<file path="config.mk">
export PLATFORM = sky130hd
export DESIGN_NAME = tlb_clock_replacement_flat
export DESIGN_NICKNAME = d
export VERILOG_FILES = /design/src/tcr_pkg.sv /design/src/tcr_if.sv /design/src/tcr_ram.sv /design/src/tcr_tags.sv /design/src/tlb_clock_replacement.sv /design/src/flat_wrapper.sv
export SDC_FILE = /design/constraint.sdc
export NUM_CORES = 2
export LEC_CHECK = 0
export BUFFER_PORTS_ARGS = -buffer_cell sky130_fd_sc_hd__buf_2
export CAP_MARGIN = 15
export CORE_MARGIN = 4
export CORE_UTILIZATION = 50
export CTS_BUF_LIST = sky130_fd_sc_hd__clkbuf_16
export DETAILED_ROUTE_END_ITERATION = 6
export PLACE_DENSITY = 0.63
export SETUP_SLACK_MARGIN = 0.2
export SLEW_MARGIN = 20
export SYNTH_ARGS = -nofsm -noshare
export SYNTH_HDL_FRONTEND = slang
export SYNTH_SLANG_ARGS = --single-unit
</file>
<file path="constraint.sdc">
create_clock -name clk_i -period 8.8 [get_ports clk_i]
set_input_delay 0.88 -clock clk_i [delete_from_list [all_inputs] [get_ports clk_i]]
set_output_delay 0.88 -clock clk_i [all_outputs]
set_load 0.01 [all_outputs]
</file>
<file path="src/tcr_pkg.sv">
// shared constants, types and helpers of the clock-replacement translation buffer
`timescale 1ns / 1ps
`default_nettype none

package tcr_pkg;

  localparam int ENTRIES = 16;
  localparam int IDX_W   = $clog2(ENTRIES);
  localparam int PAGE_W  = 20;
  localparam int REQ_W   = 3;

  typedef enum logic [REQ_W-1:0] {
    REQ_LOOKUP    = 3'd0,
    REQ_INSERT    = 3'd1,
    REQ_CLR_ENTRY = 3'd2,
    REQ_CLR_ALL   = 3'd3,
    REQ_CLR_REF   = 3'd4,
    REQ_WB_ALL    = 3'd5
  } req_e;

  // update strobes and operands towards the tag array
  typedef struct packed {
    logic              lookup;
    logic              insert;
    logic              clr_entry;
    logic              clr_all;
    logic              clr_ref;
    logic              store;
    logic              new_mod;
    logic              new_ref;
    logic [PAGE_W-1:0] page;
  } tag_cmd_t;

  // match, victim choice and per-entry bits from the tag array
  typedef struct packed {
    logic               hit;
    logic [IDX_W-1:0]   hit_idx;
    logic [IDX_W-1:0]   victim_idx;
    logic [ENTRIES-1:0] valid;
    logic [ENTRIES-1:0] modified;
    logic [ENTRIES-1:0] referenced;
  } tag_stat_t;

  // index of the lowest set bit, zero when none is set
  function automatic logic [IDX_W-1:0] lowest_idx(input logic [ENTRIES-1:0] vec);
    logic [IDX_W-1:0] idx;
    idx = '0;
    for (int i = ENTRIES - 1; i >= 0; i--) begin
      if (vec[i]) begin
        idx = IDX_W'(i);
      end
    end
    return idx;
  endfunction

endpackage

`default_nettype wire

</file>
<file path="src/tcr_if.sv">
// request and response channel interfaces
`timescale 1ns / 1ps
`default_nettype none

interface tcr_req_if
  import tcr_pkg::*;
();
  logic              valid;
  logic              ready;
  logic [REQ_W-1:0]  req_type;
  logic [PAGE_W-1:0] virt_page;
  logic [PAGE_W-1:0] new_frame;
  logic              is_store;
  logic              new_modified;
  logic              new_referenced;

  modport source (
    output valid, req_type, virt_page, new_frame, is_store, new_modified, new_referenced,
    input  ready
  );
  modport sink (
    input  valid, req_type, virt_page, new_frame, is_store, new_modified, new_referenced,
    output ready
  );
endinterface

interface tcr_rsp_if
  import tcr_pkg::*;
();
  logic              valid;
  logic              ready;
  logic              hit;
  logic [PAGE_W-1:0] frame_out;
  logic              is_writeback;
  logic              wb_modified;
  logic              wb_referenced;
  logic              last;

  modport source (
    output valid, hit, frame_out, is_writeback, wb_modified, wb_referenced, last,
    input  ready
  );
  modport sink (
    input  valid, hit, frame_out, is_writeback, wb_modified, wb_referenced, last,
    output ready
  );
endinterface

`default_nettype wire

</file>
<file path="src/tcr_ram.sv">
// simple dual-port frame memory with registered read data
`timescale 1ns / 1ps
`default_nettype none

module tcr_ram #(
  parameter int DEPTH = 16,
  parameter int WIDTH = 20
) (
  input  wire logic                     clk_i,
  input  wire logic                     we_i,
  input  wire logic [$clog2(DEPTH)-1:0] waddr_i,
  input  wire logic [WIDTH-1:0]         wdata_i,
  input  wire logic                     re_i,
  input  wire logic [$clog2(DEPTH)-1:0] raddr_i,
  output logic      [WIDTH-1:0]         rdata_o
);

  logic [WIDTH-1:0] mem_q [DEPTH];

  always_ff @(posedge clk_i) begin
    if (we_i) begin
      mem_q[waddr_i] <= wdata_i;
    end
  end

  // read data holds until the next read
  always_ff @(posedge clk_i) begin
    if (re_i) begin
      rdata_o <= mem_q[raddr_i];
    end
  end

endmodule

`default_nettype wire

</file>
<file path="src/tcr_tags.sv">
// tag array: pages, status bits, parallel match and clock victim choice
`timescale 1ns / 1ps
`default_nettype none

module tcr_tags
  import tcr_pkg::*;
(
  input  wire logic      clk_i,
  input  wire logic      rst_ni,
  input  wire tag_cmd_t  cmd_i,
  output tag_stat_t      stat_o
);

  logic [PAGE_W-1:0]  page_q [ENTRIES];
  logic [ENTRIES-1:0] valid_q;
  logic [ENTRIES-1:0] ref_q;
  logic [ENTRIES-1:0] mod_q;
  logic [IDX_W-1:0]   hand_q;

  logic [ENTRIES-1:0] match;
  logic [ENTRIES-1:0] cand;
  logic [ENTRIES-1:0] from_hand;
  logic               hit;
  logic [IDX_W-1:0]   hit_idx;
  logic [IDX_W-1:0]   victim;
  logic [IDX_W-1:0]   hand_next;

  always_comb begin
    for (int i = 0; i < ENTRIES; i++) begin
      match[i]     = valid_q[i] && (page_q[i] == cmd_i.page);
      from_hand[i] = (IDX_W'(i) >= hand_q);
    end
  end

  assign hit     = |match;
  assign hit_idx = lowest_idx(match);

  // invalid or unreferenced entries, searched from the hand with wrap
  assign cand = ~(valid_q & ref_q);

  always_comb begin
    if (|(cand & from_hand)) begin
      victim = lowest_idx(cand & from_hand);
    end else if (|cand) begin
      victim = lowest_idx(cand);
    end else begin
      victim = hand_q;
    end
  end

  assign hand_next = (victim == IDX_W'(ENTRIES - 1)) ? '0 : victim + IDX_W'(1);

  always_ff @(posedge clk_i or negedge rst_ni) begin
    if (!rst_ni) begin
      valid_q <= '0;
      ref_q   <= '0;
      mod_q   <= '0;
      hand_q  <= '0;
    end else begin
      if (cmd_i.lookup && hit) begin
        ref_q[hit_idx] <= 1'b1;
        if (cmd_i.store) begin
          mod_q[hit_idx] <= 1'b1;
        end
      end
      if (cmd_i.insert) begin
        valid_q[victim] <= 1'b1;
        ref_q[victim]   <= cmd_i.new_ref;
        mod_q[victim]   <= cmd_i.new_mod;
        hand_q          <= hand_next;
      end
      if (cmd_i.clr_entry && hit) begin
        valid_q[hit_idx] <= 1'b0;
      end
      if (cmd_i.clr_all) begin
        valid_q <= '0;
      end
      if (cmd_i.clr_ref) begin
        ref_q <= '0;
      end
    end
  end

  always_ff @(posedge clk_i) begin
    if (cmd_i.insert) begin
      page_q[victim] <= cmd_i.page;
    end
  end

  assign stat_o.hit        = hit;
  assign stat_o.hit_idx    = hit_idx;
  assign stat_o.victim_idx = victim;
  assign stat_o.valid      = valid_q;
  assign stat_o.modified   = mod_q;
  assign stat_o.referenced = ref_q;

endmodule

`default_nettype wire

</file>
<file path="src/tlb_clock_replacement.sv">
// top level: request sequencer, frame memory, tag array and response register
//
//   channel  dir  beat content
//   req_i    in   req_type, virt_page, new_frame, is_store, new_modified, new_referenced
//   rsp_o    out  hit, frame_out, is_writeback, wb_modified, wb_referenced, last
//
// clears act at the edge that accepts them; a lookup and an insert wait for the
// registered read of the frame memory; write back all reads the valid entries in
// turn. one request is in work at a time; a waiting response beat stalls the
// sequencer when it has a new beat to load, and so blocks the next request.
// reset empties tag array and hand at once; the frame memory needs no clearing.
`timescale 1ns / 1ps
`default_nettype none

module tlb_clock_replacement
  import tcr_pkg::*;
(
  input  wire logic clk_i,
  input  wire logic rst_ni,
  tcr_req_if.sink   req_i,
  tcr_rsp_if.source rsp_o
);

  typedef enum logic [4:0] {
    S_IDLE = 5'b00001,
    S_LOOK = 5'b00010,
    S_INS  = 5'b00100,
    S_WB   = 5'b01000,
    S_WBO  = 5'b10000
  } state_e;

  state_e             state_q, state_d;
  tag_cmd_t           cmd;
  tag_stat_t          stat;
  logic               accept;
  logic               out_free;
  logic               load;

  logic               ram_re;
  logic [IDX_W-1:0]   ram_raddr;
  logic [PAGE_W-1:0]  ram_rdata;

  logic [IDX_W-1:0]   idx_q;
  logic [PAGE_W-1:0]  frame_q;
  logic               hit_q;
  logic               evict_q;
  logic               wbm_q;
  logic               wbr_q;
  logic               last_q;
  logic [ENTRIES-1:0] pend_q;
  logic [IDX_W-1:0]   wb_idx;
  logic [ENTRIES-1:0] pend_next;

  logic               rsp_valid_q;
  logic               hit_o_q;
  logic [PAGE_W-1:0]  frame_o_q;
  logic               wb_o_q;
  logic               wbm_o_q;
  logic               wbr_o_q;
  logic               last_o_q;

  assign accept   = req_i.valid && req_i.ready;
  assign out_free = !rsp_valid_q || rsp_o.ready;
  assign req_i.ready = (state_q == S_IDLE);

  assign wb_idx    = lowest_idx(pend_q);
  assign pend_next = pend_q & ~(ENTRIES'(1) << wb_idx);

  always_comb begin
    cmd           = '0;
    cmd.store     = req_i.is_store;
    cmd.new_mod   = req_i.new_modified;
    cmd.new_ref   = req_i.new_referenced;
    cmd.page      = req_i.virt_page;
    if (accept) begin
      unique case (req_i.req_type)
        REQ_LOOKUP:    cmd.lookup    = 1'b1;
        REQ_INSERT:    cmd.insert    = 1'b1;
        REQ_CLR_ENTRY: cmd.clr_entry = 1'b1;
        REQ_CLR_ALL:   cmd.clr_all   = 1'b1;
        REQ_CLR_REF:   cmd.clr_ref   = 1'b1;
        default: ;
      endcase
    end
  end

  tcr_tags u_tags (
    .clk_i  (clk_i),
    .rst_ni (rst_ni),
    .cmd_i  (cmd),
    .stat_o (stat)
  );

  always_comb begin
    ram_re    = 1'b0;
    ram_raddr = stat.hit_idx;
    if (cmd.lookup) begin
      ram_re = 1'b1;
    end else if (cmd.insert) begin
      ram_re    = 1'b1;
      ram_raddr = stat.victim_idx;
    end else if (state_q == S_WB) begin
      ram_re    = 1'b1;
      ram_raddr = wb_idx;
    end
  end

  // the new frame goes in after the evicted one has been read
  tcr_ram #(
    .DEPTH (ENTRIES),
    .WIDTH (PAGE_W)
  ) u_ram (
    .clk_i   (clk_i),
    .we_i    (state_q == S_INS),
    .waddr_i (idx_q),
    .wdata_i (frame_q),
    .re_i    (ram_re),
    .raddr_i (ram_raddr),
    .rdata_o (ram_rdata)
  );

  always_comb begin
    state_d = state_q;
    load    = 1'b0;
    unique case (state_q)
      S_IDLE: begin
        if (cmd.lookup) begin
          state_d = S_LOOK;
        end else if (cmd.insert) begin
          state_d = S_INS;
        end else if (accept && (req_i.req_type == REQ_WB_ALL) && (|stat.valid)) begin
          state_d = S_WB;
        end
      end
      S_LOOK: begin
        if (out_free) begin
          load    = 1'b1;
          state_d = S_IDLE;
        end
      end
      S_INS: begin
        if (!evict_q) begin
          state_d = S_IDLE;
        end else if (out_free) begin
          load    = 1'b1;
          state_d = S_IDLE;
        end
      end
      S_WB: begin
        state_d = S_WBO;
      end
      S_WBO: begin
        if (out_free) begin
          load    = 1'b1;
          state_d = last_q ? S_IDLE : S_WB;
        end
      end
      default: state_d = S_IDLE;
    endcase
  end

  always_ff @(posedge clk_i or negedge rst_ni) begin
    if (!rst_ni) begin
      state_q     <= S_IDLE;
      rsp_valid_q <= 1'b0;
    end else begin
      state_q <= state_d;
      if (load) begin
        rsp_valid_q <= 1'b1;
      end else if (rsp_o.ready) begin
        rsp_valid_q <= 1'b0;
      end
    end
  end

  // per-request working registers
  always_ff @(posedge clk_i) begin
    if (cmd.lookup) begin
      hit_q <= stat.hit;
    end
    if (cmd.insert) begin
      idx_q   <= stat.victim_idx;
      frame_q <= req_i.new_frame;
      evict_q <= stat.valid[stat.victim_idx];
      wbm_q   <= stat.modified[stat.victim_idx];
      wbr_q   <= stat.referenced[stat.victim_idx];
    end
    if (accept && (req_i.req_type == REQ_WB_ALL)) begin
      pend_q <= stat.valid;
    end
    if (state_q == S_WB) begin
      pend_q <= pend_next;
      wbm_q  <= stat.modified[wb_idx];
      wbr_q  <= stat.referenced[wb_idx];
      last_q <= (pend_next == '0);
    end
  end

  always_ff @(posedge clk_i) begin
    if (load) begin
      if (state_q == S_LOOK) begin
        hit_o_q   <= hit_q;
        frame_o_q <= hit_q ? ram_rdata : '0;
        wb_o_q    <= 1'b0;
        wbm_o_q   <= 1'b0;
        wbr_o_q   <= 1'b0;
        last_o_q  <= 1'b1;
      end else begin
        hit_o_q   <= 1'b0;
        frame_o_q <= ram_rdata;
        wb_o_q    <= 1'b1;
        wbm_o_q   <= wbm_q;
        wbr_o_q   <= wbr_q;
        last_o_q  <= (state_q == S_INS) ? 1'b1 : last_q;
      end
    end
  end

  assign rsp_o.valid         = rsp_valid_q;
  assign rsp_o.hit           = hit_o_q;
  assign rsp_o.frame_out     = frame_o_q;
  assign rsp_o.is_writeback  = wb_o_q;
  assign rsp_o.wb_modified   = wbm_o_q;
  assign rsp_o.wb_referenced = wbr_o_q;
  assign rsp_o.last          = last_o_q;

endmodule

`default_nettype wire

</file>
<file path="src/flat_wrapper.sv">
// flat-port wrapper written by rule: the top's interface ports become plain ports
module tlb_clock_replacement_flat import tcr_pkg::*;
  (clk_i, rst_ni, req_i_valid, req_i_req_type, req_i_virt_page, req_i_new_frame, req_i_is_store, req_i_new_modified, req_i_new_referenced, req_i_ready, rsp_o_valid, rsp_o_hit, rsp_o_frame_out, rsp_o_is_writeback, rsp_o_wb_modified, rsp_o_wb_referenced, rsp_o_last, rsp_o_ready);
  tcr_req_if req_i_i ();
  tcr_rsp_if rsp_o_i ();
  input  wire logic clk_i;
  input  wire logic rst_ni;
  input wire logic [$bits(req_i_i.valid)-1:0] req_i_valid;
  input wire logic [$bits(req_i_i.req_type)-1:0] req_i_req_type;
  input wire logic [$bits(req_i_i.virt_page)-1:0] req_i_virt_page;
  input wire logic [$bits(req_i_i.new_frame)-1:0] req_i_new_frame;
  input wire logic [$bits(req_i_i.is_store)-1:0] req_i_is_store;
  input wire logic [$bits(req_i_i.new_modified)-1:0] req_i_new_modified;
  input wire logic [$bits(req_i_i.new_referenced)-1:0] req_i_new_referenced;
  output wire logic [$bits(req_i_i.ready)-1:0] req_i_ready;
  output wire logic [$bits(rsp_o_i.valid)-1:0] rsp_o_valid;
  output wire logic [$bits(rsp_o_i.hit)-1:0] rsp_o_hit;
  output wire logic [$bits(rsp_o_i.frame_out)-1:0] rsp_o_frame_out;
  output wire logic [$bits(rsp_o_i.is_writeback)-1:0] rsp_o_is_writeback;
  output wire logic [$bits(rsp_o_i.wb_modified)-1:0] rsp_o_wb_modified;
  output wire logic [$bits(rsp_o_i.wb_referenced)-1:0] rsp_o_wb_referenced;
  output wire logic [$bits(rsp_o_i.last)-1:0] rsp_o_last;
  input wire logic [$bits(rsp_o_i.ready)-1:0] rsp_o_ready;
  assign req_i_i.valid = req_i_valid;
  assign req_i_i.req_type = req_i_req_type;
  assign req_i_i.virt_page = req_i_virt_page;
  assign req_i_i.new_frame = req_i_new_frame;
  assign req_i_i.is_store = req_i_is_store;
  assign req_i_i.new_modified = req_i_new_modified;
  assign req_i_i.new_referenced = req_i_new_referenced;
  assign req_i_ready = req_i_i.ready;
  assign rsp_o_valid = rsp_o_i.valid;
  assign rsp_o_hit = rsp_o_i.hit;
  assign rsp_o_frame_out = rsp_o_i.frame_out;
  assign rsp_o_is_writeback = rsp_o_i.is_writeback;
  assign rsp_o_wb_modified = rsp_o_i.wb_modified;
  assign rsp_o_wb_referenced = rsp_o_i.wb_referenced;
  assign rsp_o_last = rsp_o_i.last;
  assign rsp_o_i.ready = rsp_o_ready;
  tlb_clock_replacement u_core (.clk_i(clk_i), .rst_ni(rst_ni), .req_i(req_i_i), .rsp_o(rsp_o_i));
endmodule
</file>
==> impl_summary.md <==
Run status
The flow ran to the end, and the final reports show no timing, DRC or antenna violations.

Logic synthesis
Of the synthesized area, sequential elements account for 60.8%. The share of synthesized flip-flops with an asynchronous set or reset is 7.36%. The number of storage elements in the synthesis netlist is 788. Of all cell types, the one taking the most synthesized area is edfxtp_1. The area fraction in and, or, nand and nor cells after synthesis is 14.2%.

After synthesis, the mean cell area works out to 12.4 µm². The count of warnings emitted by yosys is 0. Of the total synthesized cell area, the portion taken by full adders, half adders and majority gates is 0.156%. The combinational family with the most area after synthesis is simple AND/OR/NAND/NOR gates. Measured against the total synthesized area, the mux share comes to 1.19%. In this run the biggest area consumer among cell types represents 57.0% of the synthesized area. After synthesis the cells add up to 38400 µm². The share of the synthesized area in compound gates (AO/OA/AOI/OAI) is 12.9%. In the synthesized netlist the dominant register cell turns out to be edfxtp_1. The number of unique standard cell types used by synthesis is 92. The number of enable flip-flop cells after synthesis is 730. Ranked by total cell area, the synthesized netlist is headed by edfxtp_1 (57%), nand4_1 (6.2%), xnor2_1 (5.5%).

Synthesis produced a netlist with a net count of 3142. Summing the areas of all xor and xnor instances in the mapped netlist gives 7.32% of the synthesized area. Synthesis produced 3088 cells.

Place
Detailed placement ended at an HPWL of 69.3 mm. The instance area at placement is 39700 µm². The count of buffers added on input and output ports is 76. The weighted congestion at the end of routability-driven global placement is 0.913. The worst slack at placement is 2.45 ns.

Final layout
The top cell types in the final layout, fill and taps aside, are edfxtp_1 (730), nand4_1 (381), xnor2_1 (240). Compared with the post-synthesis result, the final layout area differs by 10.3%. The share of final-layout standard cells stronger than drive strength 1 is 13.2%. The filler cells instantiated in the layout total 6323.

The count of inserted antenna diode cells is 0. With fillers left out, the area of the finished cells amounts to 42400 µm². The number of nets in the layout is 3101. Leaving out fill and tap cells, the most frequent cell in the layout is edfxtp_1.

Setup path
The start point of the critical path is u_core.state_q[2]$_DFFE_PN0P_. The beginning of the worst register-to-register path is u_core.state_q[2]$_DFFE_PN0P_. STA classifies the critical path endpoint as a flop. The cell count of the worst reg-to-reg path is 15. The endpoint of the most critical setup path is u_core.u_ram.rdata_o[2]$_DFFE_PP_.

The critical register-to-register path endpoint is u_core.u_ram.rdata_o[2]$_DFFE_PP_. At the worst endpoint, the arrival time is 6.67 ns. The worst setup path category is flop to flop. The setup check on the worst reg-to-reg path leaves a slack of 2.64 ns. The largest fanout of any net on the critical path is 84. The type of element launching the critical path is a flop. Data on the critical path is required at its endpoint by 9.31 ns.

CTS
The clock tree from TritonCTS is yes. After clock tree synthesis, the clock-pin slew on the worst setup and hold paths is 0.06 ns. The tree is rooted in a clkbuf_16. Clock latency on the worst-skew pair, taken at its later pin, is 0.65 ns. The number of H-tree branching levels is 3.

The hold buffer count at CTS is 0. The number of clock sinks seen by CTS is 788. The total setup buffers inserted after CTS is 0.

The clock passes through at most 3 buffers. The number of clock buffers added by TritonCTS is 84. The number of instances resized during post-cts repair is 0.

Drt
The first-pass iteration count of the detailed router is 6. The via count of the routed design is 28.2k. In this run, the number of DRC markers left after iteration 0 of detailed routing was 3264.

The detail route stage leaves a number of antenna-violating nets equal to 0. The highest layer touched by signal routing is met4. Wire segments on met2 add up to 54.0 mm in the final route.

For this block, wires on met1 add up to 48.8 mm. The per-cell via count in the routed design is 6.80. The final routed wirelength across all metal layers is 116 mm.

The detailed-route DRC error count is 0. The amount of wire on met3 after detailed routing is 9.34 mm. Dividing the detail-routed wire length by the instance count gives 28.0 µm.

Floorplanning
The starting utilization of the core area is 50.5%. The die area is 81400 µm². The number of top-level design ports is 77. Measured along the x axis, the die boundary spans 285 µm. The area of the placeable core is 76100 µm². From bottom edge to top edge, the die measures 285 µm. Row generation in the floorplan step produced 101 rows.

STA
Setup repair after global routing left no endpoint under its margin. The number of endpoints with negative hold slack in the final report is 0. Setup violations remaining at the end of the flow were counted as 0. Of the available clock period, the critical path in the final layout requires 70.0%.

Derived from the worst setup path, the maximum achievable clock frequency is 162 MHz. The slew at the pin closest to its max-slew limit is 1.16 ns. The time the final worst path needs with I/O delays and setup is 6.16 ns. The max-slew violation total from the final report came to 0.

Summed over all failing endpoints, the final setup total negative slack is 0 ns. Once routing completed, OpenROAD measured the worst setup slack at 2.64 ns. Headroom to the max-slew limit came out at 21.8%. Between clock sinks in the finished design, the worst skew comes to 0.0264 ns.

Job
Across the run, the number of max-cap violations was 0.

Global routing
The initial antenna violation count came to 3. The wire length of the first global-routing pass is 173 mm. The total routing usage reported by global routing is 27.7%.

The number of global-route vias before repair is 27.4k. Entering global routing, the biggest net connects 212 pins. The final global-route overflow total is 0.

Min path
The worst hold path belongs to the class input port to asynchronous set/reset pin.

Power and ir drop
The worst supply voltage drop on vdd is 175 µV. The reported leakage power is 0.0137 µW. The power per unit of standard cell area is 224 nW/µm².
-- area by class of cell --
cell class	count	area, µm²	share of cell area (%)
flip-flops and latches	788	23400	55.1
multi-input cells	1995	13900	32.9
clock buffers	85	2130	5.02
well taps	1030	1290	3.04
repair buffers	153	1010	2.38
clock inverters	68	577	1.36
inverters	25	93.8	0.221
-- how the worst min path moves through the flow --
stage,start,end,slack (ns),cells after the start
6_report,rst_ni,u_core.u_tags.ref_q[15]$_DFF_PN0_,0.39,2
2_1_floorplan,u_core.wbm_q$_DFFE_PP_,u_core.rsp_o.wb_modified$_SDFFCE_PP0P_,0.50,1
3_5_place_dp,u_core.wbm_q$_DFFE_PP_,u_core.rsp_o.wb_modified$_SDFFCE_PP0P_,0.52,1
5_1_grt,req_i_new_frame[8],u_core.frame_q[8]$_DFFE_PP_,0.40,1
4_1_cts,req_i_new_frame[15],u_core.frame_q[15]$_DFFE_PP_,0.39,1
3_3_place_gp,u_core.wbr_q$_DFFE_PP_,u_core.rsp_o.wb_referenced$_SDFFCE_PP0P_,0.51,1
-- logic make-up after synthesis --
| family | after synthesis |
|---|---|
| flip-flops | 788 |
| multiplexers | 40 |
| XOR/XNOR | 321 |
| AND/OR/NAND/NOR | 940 |
| buffers and inverters | 305 |
| adder cells (fa/ha/maj) | 5 |
| AO/OA/AOI/OAI | 689 |
-- per-layer routing --
layer	GRT usage (%)	vias to the layer above
li1	-	12200
met1	39.1	14300
met2	43.9	1435
met3	4.16	245
met4	9.92	0
met5	0	-
-- registers in the layout, summed over array words and instances (netlist names) --
| register | cells |
|---|---|
| u_core.hit_q | 1 |
| u_core.state_q | 5 |
| u_core.evict_q | 1 |
| u_core.rsp_o.last | 1 |
| u_core.rsp_o.wb_modified | 1 |
| u_core.u_ram.mem_q | 320 |
| u_core.u_tags.hand_q | 4 |
| u_core.u_ram.rdata_o | 20 |
| u_core.idx_q | 4 |
| u_core.wbr_q | 1 |
| u_core.frame_q | 20 |
| u_core.rsp_o.wb_referenced | 1 |
| u_core.u_tags.valid_q | 16 |
| u_core.wbm_q | 1 |
| u_core.u_tags.page_q | 320 |
| u_core.last_q | 1 |
| u_core.rsp_o.hit | 1 |
| u_core.u_tags.ref_q | 16 |
| u_core.u_tags.mod_q | 16 |
| u_core.pend_q | 16 |
| u_core.rsp_o.valid | 1 |
| u_core.rsp_o.is_writeback | 1 |
| u_core.rsp_o.frame_out | 20 |
-- worst max-delay path: stages (launching register included) --
cell and delay, ns:
dfrtp_1 0.44, nor3_1 0.34, nand4b_1 0.42, nor3_1 0.39
nor2_1 0.19, inv_1 0.08, buf_4 0.42, nand2_1 0.43
o21ai_4 0.20, buf_4 0.75, buf_4 0.89, nand3_1 0.17
o22a_1 0.25, a2111oi_0 0.63, a2111oi_0 0.17, nand3_1 0.17
-- power by group --
group          switching [µW]  total [µW]  internal [µW]
combinational            1020        1580            558
clock                    1490        3490           2000
sequential                201        4430           4230
-- stage by stage --
stage,util (%),cells,hold WS [ns],total power (µW)
2_1_floorplan,-,3088,0.497,5490
3_3_place_gp,52.1,3990,0.514,6010
3_5_place_dp,52.1,3990,0.517,6050
4_1_cts,55.7,4143,0.385,9510
5_1_grt,55.7,4144,0.403,9830
6_report,55.7,4144,0.387,9500
-- cell usage after synthesis (9+ instances only) --
library cell  number
a2111oi_0         65
a211oi_1          43
a21oi_1           47
a22oi_1           40
a31o_1            15
a31o_2            62
a31oi_1           54
and2_1            24
and3_1            16
and4_1            15
buf_1             14
buf_2             54
buf_4             10
clkbuf_1         194
dfrtp_1           57
edfxtp_1         730
inv_1             23
mux2i_1           30
nand2_1          107
nand2b_1          16
nand3_1          127
nand4_1          381
nor2_1            75
nor2b_1           31
nor3_1            22
nor4_1            44
nor4b_1            9
o211ai_1          54
o21ai_0          162
o22a_1            65
or4_1             12
xnor2_1          240
xor2_1            81
Note: power is estimated with default switching activity, not from simulation.
